===== config.mk =====
export PLATFORM = sky130hd
export DESIGN_NAME = value_rank_by_count_top
export DESIGN_NICKNAME = d
export VERILOG_FILES = /design/src/hdl/vrbc_pkg.sv /design/src/hdl/vrbc_ram.sv /design/src/hdl/value_rank_by_count_top.sv
export SDC_FILE = /design/constraint.sdc
export NUM_CORES = 2
export LEC_CHECK = 0
export BUFFER_PORTS_ARGS = -buffer_cell sky130_fd_sc_hd__buf_4
export CORE_MARGIN = 8
export CORE_UTILIZATION = 43
export CTS_CLUSTER_SIZE = 16
export DETAILED_ROUTE_END_ITERATION = 8
export PLACE_DENSITY = 0.68
export SYNTH_ARGS = -nofsm -noshare
export SYNTH_HDL_FRONTEND = slang
export SYNTH_SLANG_ARGS = --single-unit

===== constraint.sdc =====
create_clock -name clk -period 4.4 [get_ports clk]
set_clock_uncertainty 0.1 [all_clocks]
set_input_delay 0.44 -clock clk [delete_from_list [all_inputs] [get_ports clk]]
set_output_delay 0.44 -clock clk [all_outputs]
set_load 0.1 [all_outputs]

===== src/hdl/vrbc_pkg.sv =====
// Shared widths and types for the value rank-by-count block.
`default_nettype none
package vrbc_pkg;

  // Width of one input value, two's complement.
  localparam int VALUE_W = 32;

  // Width of the rank field on the result side.
  localparam int RANK_W = 6;

  // Result tdata is the rank padded up to a whole byte.
  localparam int OUT_TDATA_W = 8;

  typedef logic signed [VALUE_W-1:0] value_t;
  typedef logic [RANK_W-1:0] rank_t;

endpackage
`default_nettype wire


===== src/hdl/vrbc_ram.sv =====
// Generic single-write, single-read RAM with a registered read port.
`default_nettype none
module vrbc_ram #(
  parameter int WIDTH = 32,
  parameter int DEPTH = 64
) (
  input  wire logic                     clk,
  input  wire logic                     we,
  input  wire logic [$clog2(DEPTH)-1:0] waddr,
  input  wire logic [WIDTH-1:0]         wdata,
  input  wire logic [$clog2(DEPTH)-1:0] raddr,
  output      logic [WIDTH-1:0]         rdata
);

  logic [WIDTH-1:0] mem [DEPTH];

  always_ff @(posedge clk) begin
    if (we) begin
      mem[waddr] <= wdata;
    end
    rdata <= mem[raddr];
  end

endmodule
`default_nettype wire


===== src/hdl/value_rank_by_count_top.sv =====
// Top level of the value rank-by-count block: store, sequencer and shared comparator.
// Values are taken one item per cycle until the final one; then each stored value is
// ranked in turn: one memory read for the pivot, then one sweep of reads over all stored
// values through the single read port and the single comparator, and then the result
// item waits for m_tready.
// Reset (rst, synchronous, active high) clears the sequencer, the fill count and the
// drop flag; the value memory is not cleared and needs no clearing pass.
`default_nettype none
module value_rank_by_count_top #(
  parameter int MAX_ITEMS = 64
) (
  input  wire logic                                clk,
  input  wire logic                                rst,
  // Input items.
  input  wire logic                                s_tvalid,
  output      logic                                s_tready,
  input  wire logic [vrbc_pkg::VALUE_W-1:0]         s_tdata,   // [31:0] value
  input  wire logic                                s_tlast,   // final_value
  // Result items.
  output      logic                                m_tvalid,
  input  wire logic                                m_tready,
  output      logic [vrbc_pkg::OUT_TDATA_W-1:0]     m_tdata,   // [5:0] rank, [7:6] zero
  output      logic                                m_tlast,   // final_rank
  output      logic                                m_tuser    // overflow
);
  import vrbc_pkg::*;

  // Address width of the store and width of a count that can reach MAX_ITEMS.
  localparam int AW = $clog2(MAX_ITEMS);
  localparam int CW = $clog2(MAX_ITEMS + 1);
  // Width that holds both a rank count and the rank field, for clean truncation.
  localparam int KW = (AW > RANK_W) ? AW : RANK_W;

  // Sequencer states.
  localparam logic [2:0] S_IN    = 3'd0;  // taking values
  localparam logic [2:0] S_PIVOT = 3'd1;  // read the value being ranked
  localparam logic [2:0] S_LATCH = 3'd2;  // capture it, start the sweep
  localparam logic [2:0] S_SWEEP = 3'd3;  // compare against every stored value
  localparam logic [2:0] S_OUT   = 3'd4;  // result item waits to be taken

  logic [2:0]    state;
  logic [CW-1:0] stored_count;
  logic          dropped_flag;
  logic [AW-1:0] idx;          // element being ranked
  logic [CW-1:0] sweep;        // next address to read during the sweep
  logic [AW-1:0] cnt;          // smaller values found so far
  value_t        pivot;
  rank_t         rank;
  logic          final_rank;

  // Memory port signals.
  logic          ram_we;
  logic [AW-1:0] ram_waddr;
  logic [AW-1:0] ram_raddr;
  logic [VALUE_W-1:0] ram_rdata;

  logic          in_accept;
  logic          out_accept;
  logic          store_full;
  logic          smaller;
  logic [AW-1:0] cnt_sum;
  logic [KW-1:0] rank_wide;
  logic          last_elem;

  assign in_accept  = s_tvalid && s_tready;
  assign out_accept = m_tvalid && m_tready;
  assign store_full = (stored_count == CW'(MAX_ITEMS));

  // A value is written only while there is room; the final item still ends the set.
  assign ram_we    = in_accept && !store_full;
  assign ram_waddr = stored_count[AW-1:0];

  // The pivot read and the sweep reads share the one read port.
  always_comb begin
    case (state)
      S_PIVOT: ram_raddr = idx;
      S_LATCH: ram_raddr = '0;
      S_SWEEP: ram_raddr = sweep[AW-1:0];
      default: ram_raddr = idx;
    endcase
  end

  // The one shared comparator: does the stored value lie strictly below the pivot?
  assign smaller   = ($signed(ram_rdata) < pivot);
  assign cnt_sum   = cnt + AW'(smaller);
  assign rank_wide = KW'(cnt_sum);
  assign last_elem = ((CW'(idx) + CW'(1)) == stored_count);

  vrbc_ram #(
    .WIDTH(VALUE_W),
    .DEPTH(MAX_ITEMS)
  ) u_store (
    .clk  (clk),
    .we   (ram_we),
    .waddr(ram_waddr),
    .wdata(s_tdata),
    .raddr(ram_raddr),
    .rdata(ram_rdata)
  );

  always_ff @(posedge clk) begin
    if (rst) begin
      state        <= S_IN;
      stored_count <= '0;
      dropped_flag <= 1'b0;
      idx          <= '0;
      sweep        <= '0;
      cnt          <= '0;
    end else begin
      case (state)
        S_IN: begin
          if (in_accept) begin
            if (!store_full) begin
              stored_count <= stored_count + CW'(1);
            end else begin
              dropped_flag <= 1'b1;
            end
            if (s_tlast) begin
              idx   <= '0;
              state <= S_PIVOT;
            end
          end
        end
        S_PIVOT: begin
          state <= S_LATCH;
        end
        S_LATCH: begin
          // Read data now holds the element being ranked; address zero goes out.
          pivot <= ram_rdata;
          cnt   <= '0;
          sweep <= CW'(1);
          state <= S_SWEEP;
        end
        S_SWEEP: begin
          // Read data holds the stored value at address sweep - 1.
          if (sweep == stored_count) begin
            rank       <= rank_wide[RANK_W-1:0];
            final_rank <= last_elem;
            state      <= S_OUT;
          end else begin
            cnt   <= cnt_sum;
            sweep <= sweep + CW'(1);
          end
        end
        S_OUT: begin
          if (out_accept) begin
            if (final_rank) begin
              // Set finished: the store starts over for the next set.
              stored_count <= '0;
              dropped_flag <= 1'b0;
              state        <= S_IN;
            end else begin
              idx   <= idx + AW'(1);
              state <= S_PIVOT;
            end
          end
        end
        default: begin
          state <= S_IN;
        end
      endcase
    end
  end

  assign s_tready = (state == S_IN);
  assign m_tvalid = (state == S_OUT);
  assign m_tdata  = OUT_TDATA_W'(rank);
  assign m_tlast  = final_rank;
  assign m_tuser  = dropped_flag;

endmodule
`default_nettype wire


Yosys cells after proc, flatten, opt, wreduce, memory -nomap -nowiden. Memories as Yosys holds them, arrays and structs flattened. A register that Yosys moved wholly into a read port is not among the register bits. Index checks and enable logic that the tools add are counted.

Memories kept: 1. Logic and storage cells: 75. Bits in writable memories: 2048. Bits in registers: 69. Output and inout bits: 12.

Reduce and logical (&&, ||, !) cells: 14. Mux-type cells: 28. Equality and inequality tests: 16. Add/subtract/negate cells: 5. Bitwise gates (word level): 1. Order comparisons: 1.

Memory list: u_store.mem (depth 64, width 32, rd ports 1, clocked after Yosys merged registers in 1, write ports 1, RTL line vrbc_ram.sv:15) `logic [WIDTH-1:0] mem [DEPTH];`.

Operators with widths (count): $pmux W6 S2 (3); $mux W7 (5); $lt A32 B32 Y1 (1); $mux W6 (5); $pmux W7 S2 (2); $pmux W3 S5 (1); $reduce_and A5 Y1 (3); $add A7 B1 Y7 const B (2); $eq A7 B7 Y1 (2); $mux W3 (4); $ne A2 B1 Y1 const B (5); $ne A2 B2 Y1 const B (4); $add A6 B1 Y7 const B (1); $eq A7 B7 Y1 const B (1); $mux W1 (7); $add A6 B1 Y6 (1); $add A6 B1 Y6 const B (1); $eq A3 B2 Y1 const B (2); $reduce_and A2 Y1 (2); $reduce_and A4 Y1 (1); $reduce_bool A2 Y1 (2); $eq A3 B1 Y1 const B (1); $eq A3 B3 Y1 const B (1); $logic_and A1 B1 Y1 (3); 5 further kinds (5).

Longest topological paths before layout.
Depth after elaboration: 5. Mapped depth: 17. Mapped depth without buffers: 17.

Modules after synthesis. A second synthesis with hierarchy kept.

Cell total of the unflattened synthesis: 3724. Area total of the unflattened synthesis: 82467.8 µm².

By module, submodules not included: vrbc_ram (area each 78515.3 µm², cells each 3324, instances 1, seq. area each 62139.6 µm²); value_rank_by_count_top (area each 3952.5 µm², cells each 400, instances 1, seq. area each 1771.7 µm²).

Worst setup path after synthesis. Ideal clock, no wire load.

Kind: reg2reg. Start: register state[1]. End: register pivot[0] (enable). Data required time: 3.839 ns. Stages on the path, launching flop included: 7. Arrival time: 3.154 ns. Slack: 0.685 ns. Setup time: 0.461 ns. Period minus slack after synthesis: 3.715 ns. Path through: dfxtp_1 buf_6 nand2b_1 buf_2 buf_6 clkbuf_1 nor3_1.

Longest elaborated chain between the ends: 2.

RTL lines: from (decl) (RTL line value_rank_by_count_top.sv:41) `logic [2:0] state;`; from (signal assigned) (RTL line value_rank_by_count_top.sv:103) `state <= S_IN;`; from (signal assigned) (RTL line value_rank_by_count_top.sv:120) `state <= S_PIVOT;`; from (signal assigned) (RTL line value_rank_by_count_top.sv:125) `state <= S_LATCH;`; $eq A3 B2 Y1 (RTL line value_rank_by_count_top.sv:110) `case (state)`; $reduce_and A2 Y1 (no line); to (signal assigned) (RTL line value_rank_by_count_top.sv:129) `pivot <= ram_rdata;`; to (decl) (RTL line value_rank_by_count_top.sv:47) `value_t pivot;`.

No other way between the ends. A chain may end at the register's enable or synchronous reset.

Final worst setup path.
Start: register u_store.rdata[5] (read register of u_store.mem). End: register cnt[4].

Longest elaborated chain between the ends: 4.

RTL lines: from (decl) (RTL line vrbc_ram.sv:12) `output logic [WIDTH-1:0] rdata`; $lt A32 B32 Y1 (RTL line value_rank_by_count_top.sv:84) `assign smaller = ($signed(ram_rdata) < pivot);`; $add A6 B1 Y6 (RTL line value_rank_by_count_top.sv:85) `assign cnt_sum = cnt + AW'(smaller);`; named net cnt_sum[4] (RTL line value_rank_by_count_top.sv:61) `logic [AW-1:0] cnt_sum;`; $mux W6 (RTL line value_rank_by_count_top.sv:136) `if (sweep == stored_count) begin`; $pmux W6 S2 (RTL line value_rank_by_count_top.sv:110); to (signal assigned) (RTL line value_rank_by_count_top.sv:141) `cnt <= cnt_sum;`; to (decl) (RTL line value_rank_by_count_top.sv:46) `logic [AW-1:0] cnt;`.

The timed path passes the listed nets, and every way through them passes these cells. The select of a mux whose other input is x is not followed.

==> results.toml <==
[run_status]
outcome = "finished, violations left"
violations = "slew limit"

[timing]
drv_slew = 2
setup_viol = 0
hold_viol = 0
maxSlewHeadroom = -0.0328
fin_crit_sh = 0.972
fmax_mhz = 234
tightest_slew_ns = 1.55
post-route-min-period_ns = 4.28
whs_ns = 0.0456
rsz0062_at_grt = "no"

[setup_path]
crit_family = "compound AO/OA/AOI/OAI gates"
crit_path_top_delay_cell = "mux2i_1"
cp-startpoint = "u_store.rdata[5]"
cp-start-kind = "flip-flop"
crit_type = "reg2reg"
cp-end-kind = "flip-flop"
path_buf_inv = 1
arrival_ns = 4.95
path_cells = "ha_1 -> a21o_1 -> a21o_1 -> a21oi_1 -> o21ai_0 -> a21oi_1 -> nor2_1 -> mux2i_1 -> buf_4 -> ha_1 -> ha_1 -> nand3_1 -> xnor2_1 -> nand2_1 -> o21ai_0 -> a22oi_1 -> nor2_1"
worstPathMaxFanout = 4
r2r-start = "u_store.rdata[5]"
required_ns = 5.07
cpMostUsedCell = "ha_1"
slowest_delay_ns = 0.69

[finish]
final_layout_size_suffix_gt1_frac = 0.105
final_common_cell = "edfxtp_1"
area_growth_syn_to_layout_pct = 14.5
fillers = 16370
layout_common_cells = "edfxtp_1, nand2_1, nand3_1"
final_cell_area_mm2 = 0.0975
multi_input_area_mm2 = 0.0197
seqCellArea_mm2 = 0.0639
final_nets = 6490

[yosys]
ys_seq_area_frac = 0.751
synthXorXnorAreaFrac = 0.00247
synth_area_mm2 = 0.0851
syn_avg_cell_area_um2 = 13.5
synth_cell_types = 51
synth-simple-area-share = 0.146
synth.area.mux_share = 0.0232
ys_seq_elements = 2149
synth_edf_count = 2087
synth_top_flop_cell = "edfxtp_1"
synth_top_family_by_area = "simple AND/OR/NAND/NOR gates"
netlist_instances = 6295
synthesis.yosys.warnings = 0
synth_compound_area_frac = 0.0472
synthAdderAreaFrac = 0.00544
synthArstFlopShare = 0
synth_top_area_share = 0.736
synth_top_area_cell = "edfxtp_1"
synth_area_leaders = "edfxtp_1, nand2_1, nand3_1"

[clocking]
cts_setup_buffers = 0
clockBufferDepth = 3
clk_pin_slew_ns = 0.06
cts_sinks = 2149
cts_tree = "done"
htree_levels = 4
root_buffer = "clkbuf_16"
worstSkewPairLatency_ns = 0.87
cts_made_buffers = 208

[floorplanning]
io_pins = 49
core_area_mm2 = 0.197
die_w_um = 461
initial_utilization = 0.432
die_y_um = 461
core.rowCount = 163
dieArea_mm2 = 0.212

[route]
drt-total-wl_um = 238000
wl_per_cell_um = 25.8
drt-initial-drc-count = 7237
ant_nets = 0
vias_per_cell = 5.89
firstDrtPassIters = 8
via_count = 54408
drc = 0

[power]
leakagePower_nw = 33.7
power_density_mw_per_mm2 = 430
peakVddDrop_uv = 340

[place]
routabilityCongestion = 0.813
place_hpwl_um = 129000
io_buffers = 46
dpl_cell_area_mm2 = 0.0902

[min_path]
hold_class = "in2reg"
holdCritStartpoint = "s_tdata[9]"

[global_route]
grt_pass1_wl_um = 346000
antenna_found_initial = 10
grt_max_degree = 103
gr-total-overflow = 0
grt_pass1_vias = 51864
grt_use_total = 0.217

[run]
cap_violations = 0
## final timing paths
check / slack, ns / cells past startpoint / to
setup / recovery: 0.12 / 17 / cnt[4]
hold / removal: 0.05 / 1 / u_store.mem[16][9]
setup reg to reg: 0.12 / 17 / cnt[4]
hold reg to reg: 0.34 / 0 / pivot[3]
## area by class of cell
| cell class | count | area share |
|---|---|---|
| diodes | 5 | 0.000128 |
| clock buffers | 257 | 0.0564 |
| clock inverters | 133 | 0.0154 |
| inverters | 36 | 0.00139 |
| multi-input cells | 3703 | 0.202 |
| flip-flops and latches | 2149 | 0.656 |
| well taps | 2640 | 0.0339 |
| repair buffers | 318 | 0.0348 |
## per-layer routing
layer  track usage  routed length, µm  vias to the layer above
met5             0                 26                        -
met4        0.0629               6550                        4
met3        0.0466              25800                      421
met2         0.339             109000                     3151
met1         0.307              96500                    27298
li1              -                  -                    23534
## flip-flops by register name (all words and copies together) (netlist names)
name and count:
m_tlast 1, m_tuser 1, stored_count 7, sweep 7
pivot 32, idx 6, state 3, rank 6
u_store.mem 2048, u_store.rdata 32, cnt 6
## cell usage after synthesis (29+ instances only)
cell type  count
edfxtp_1    2087
nand2_1     1836
nand3_1      717
and3_1       196
mux2i_1      195
a31oi_1      192
clkbuf_1     190
buf_2        145
nor2_1       111
a32oi_1       65
a221oi_1      64
a32o_1        64
dfxtp_1       62
a22oi_1       38
ha_1          37
inv_1         36
buf_4         33
o221ai_1      32
a21oi_1       29
## report_power, final
part	total, mW	leakage [nW]	internal (mW)	switching [mW]
logic	1.14	11.0	0.299	0.840
registers	22.7	19.3	22.6	0.0814
clock network	18.1	3.38	10.3	7.80
## kinds of logic (layout without fill, tap and decap cells)
logic type / Yosys count / after routing
AOI/OAI and AO/OA: 535 / 536
xor gates and xnor gates: 24 / 24
adders and majority gates: 37 / 37
buffers and inverters: 445 / 744
DFF: 2149 / 2149
muxes: 197 / 197
other: 1 / 7
and+or+nand+nor: 2907 / 2907
## stage by stage
step	power, mW	setup WS, ns	setup TNS [ns]	util	cells
after detailed placement	24.2	0.0677	0	0.458	8823
after CTS	42.1	0.0380	0	0.494	9234
after floorplan	23.6	0.685	0	-	6296
final	41.9	0.123	0	0.495	9241
after global routing	42.9	0.00673	0	0.495	9237
after global placement	24.2	-0.369	-1.85	0.457	8819
## repair_timing
action	in CTS	in global routing
resized for setup	0	3
hold buffers	21	0
hold endpoints to repair	389	0
endpoints found under the setup margin	0	4
## worst reg2reg max path, stage by stage (launching register included)
cell and delay (ns):
dfxtp_1 0.52, ha_1 0.32, a21o_1 0.16, a21o_1 0.17, a21oi_1 0.14, o21ai_0 0.11
a21oi_1 0.57, nor2_1 0.12, mux2i_1 0.69, buf_4 0.23, ha_1 0.16, ha_1 0.23
nand3_1 0.11, xnor2_1 0.19, nand2_1 0.07, o21ai_0 0.15, a22oi_1 0.08, nor2_1 0.10
Power figures use the tool's default switching activity.
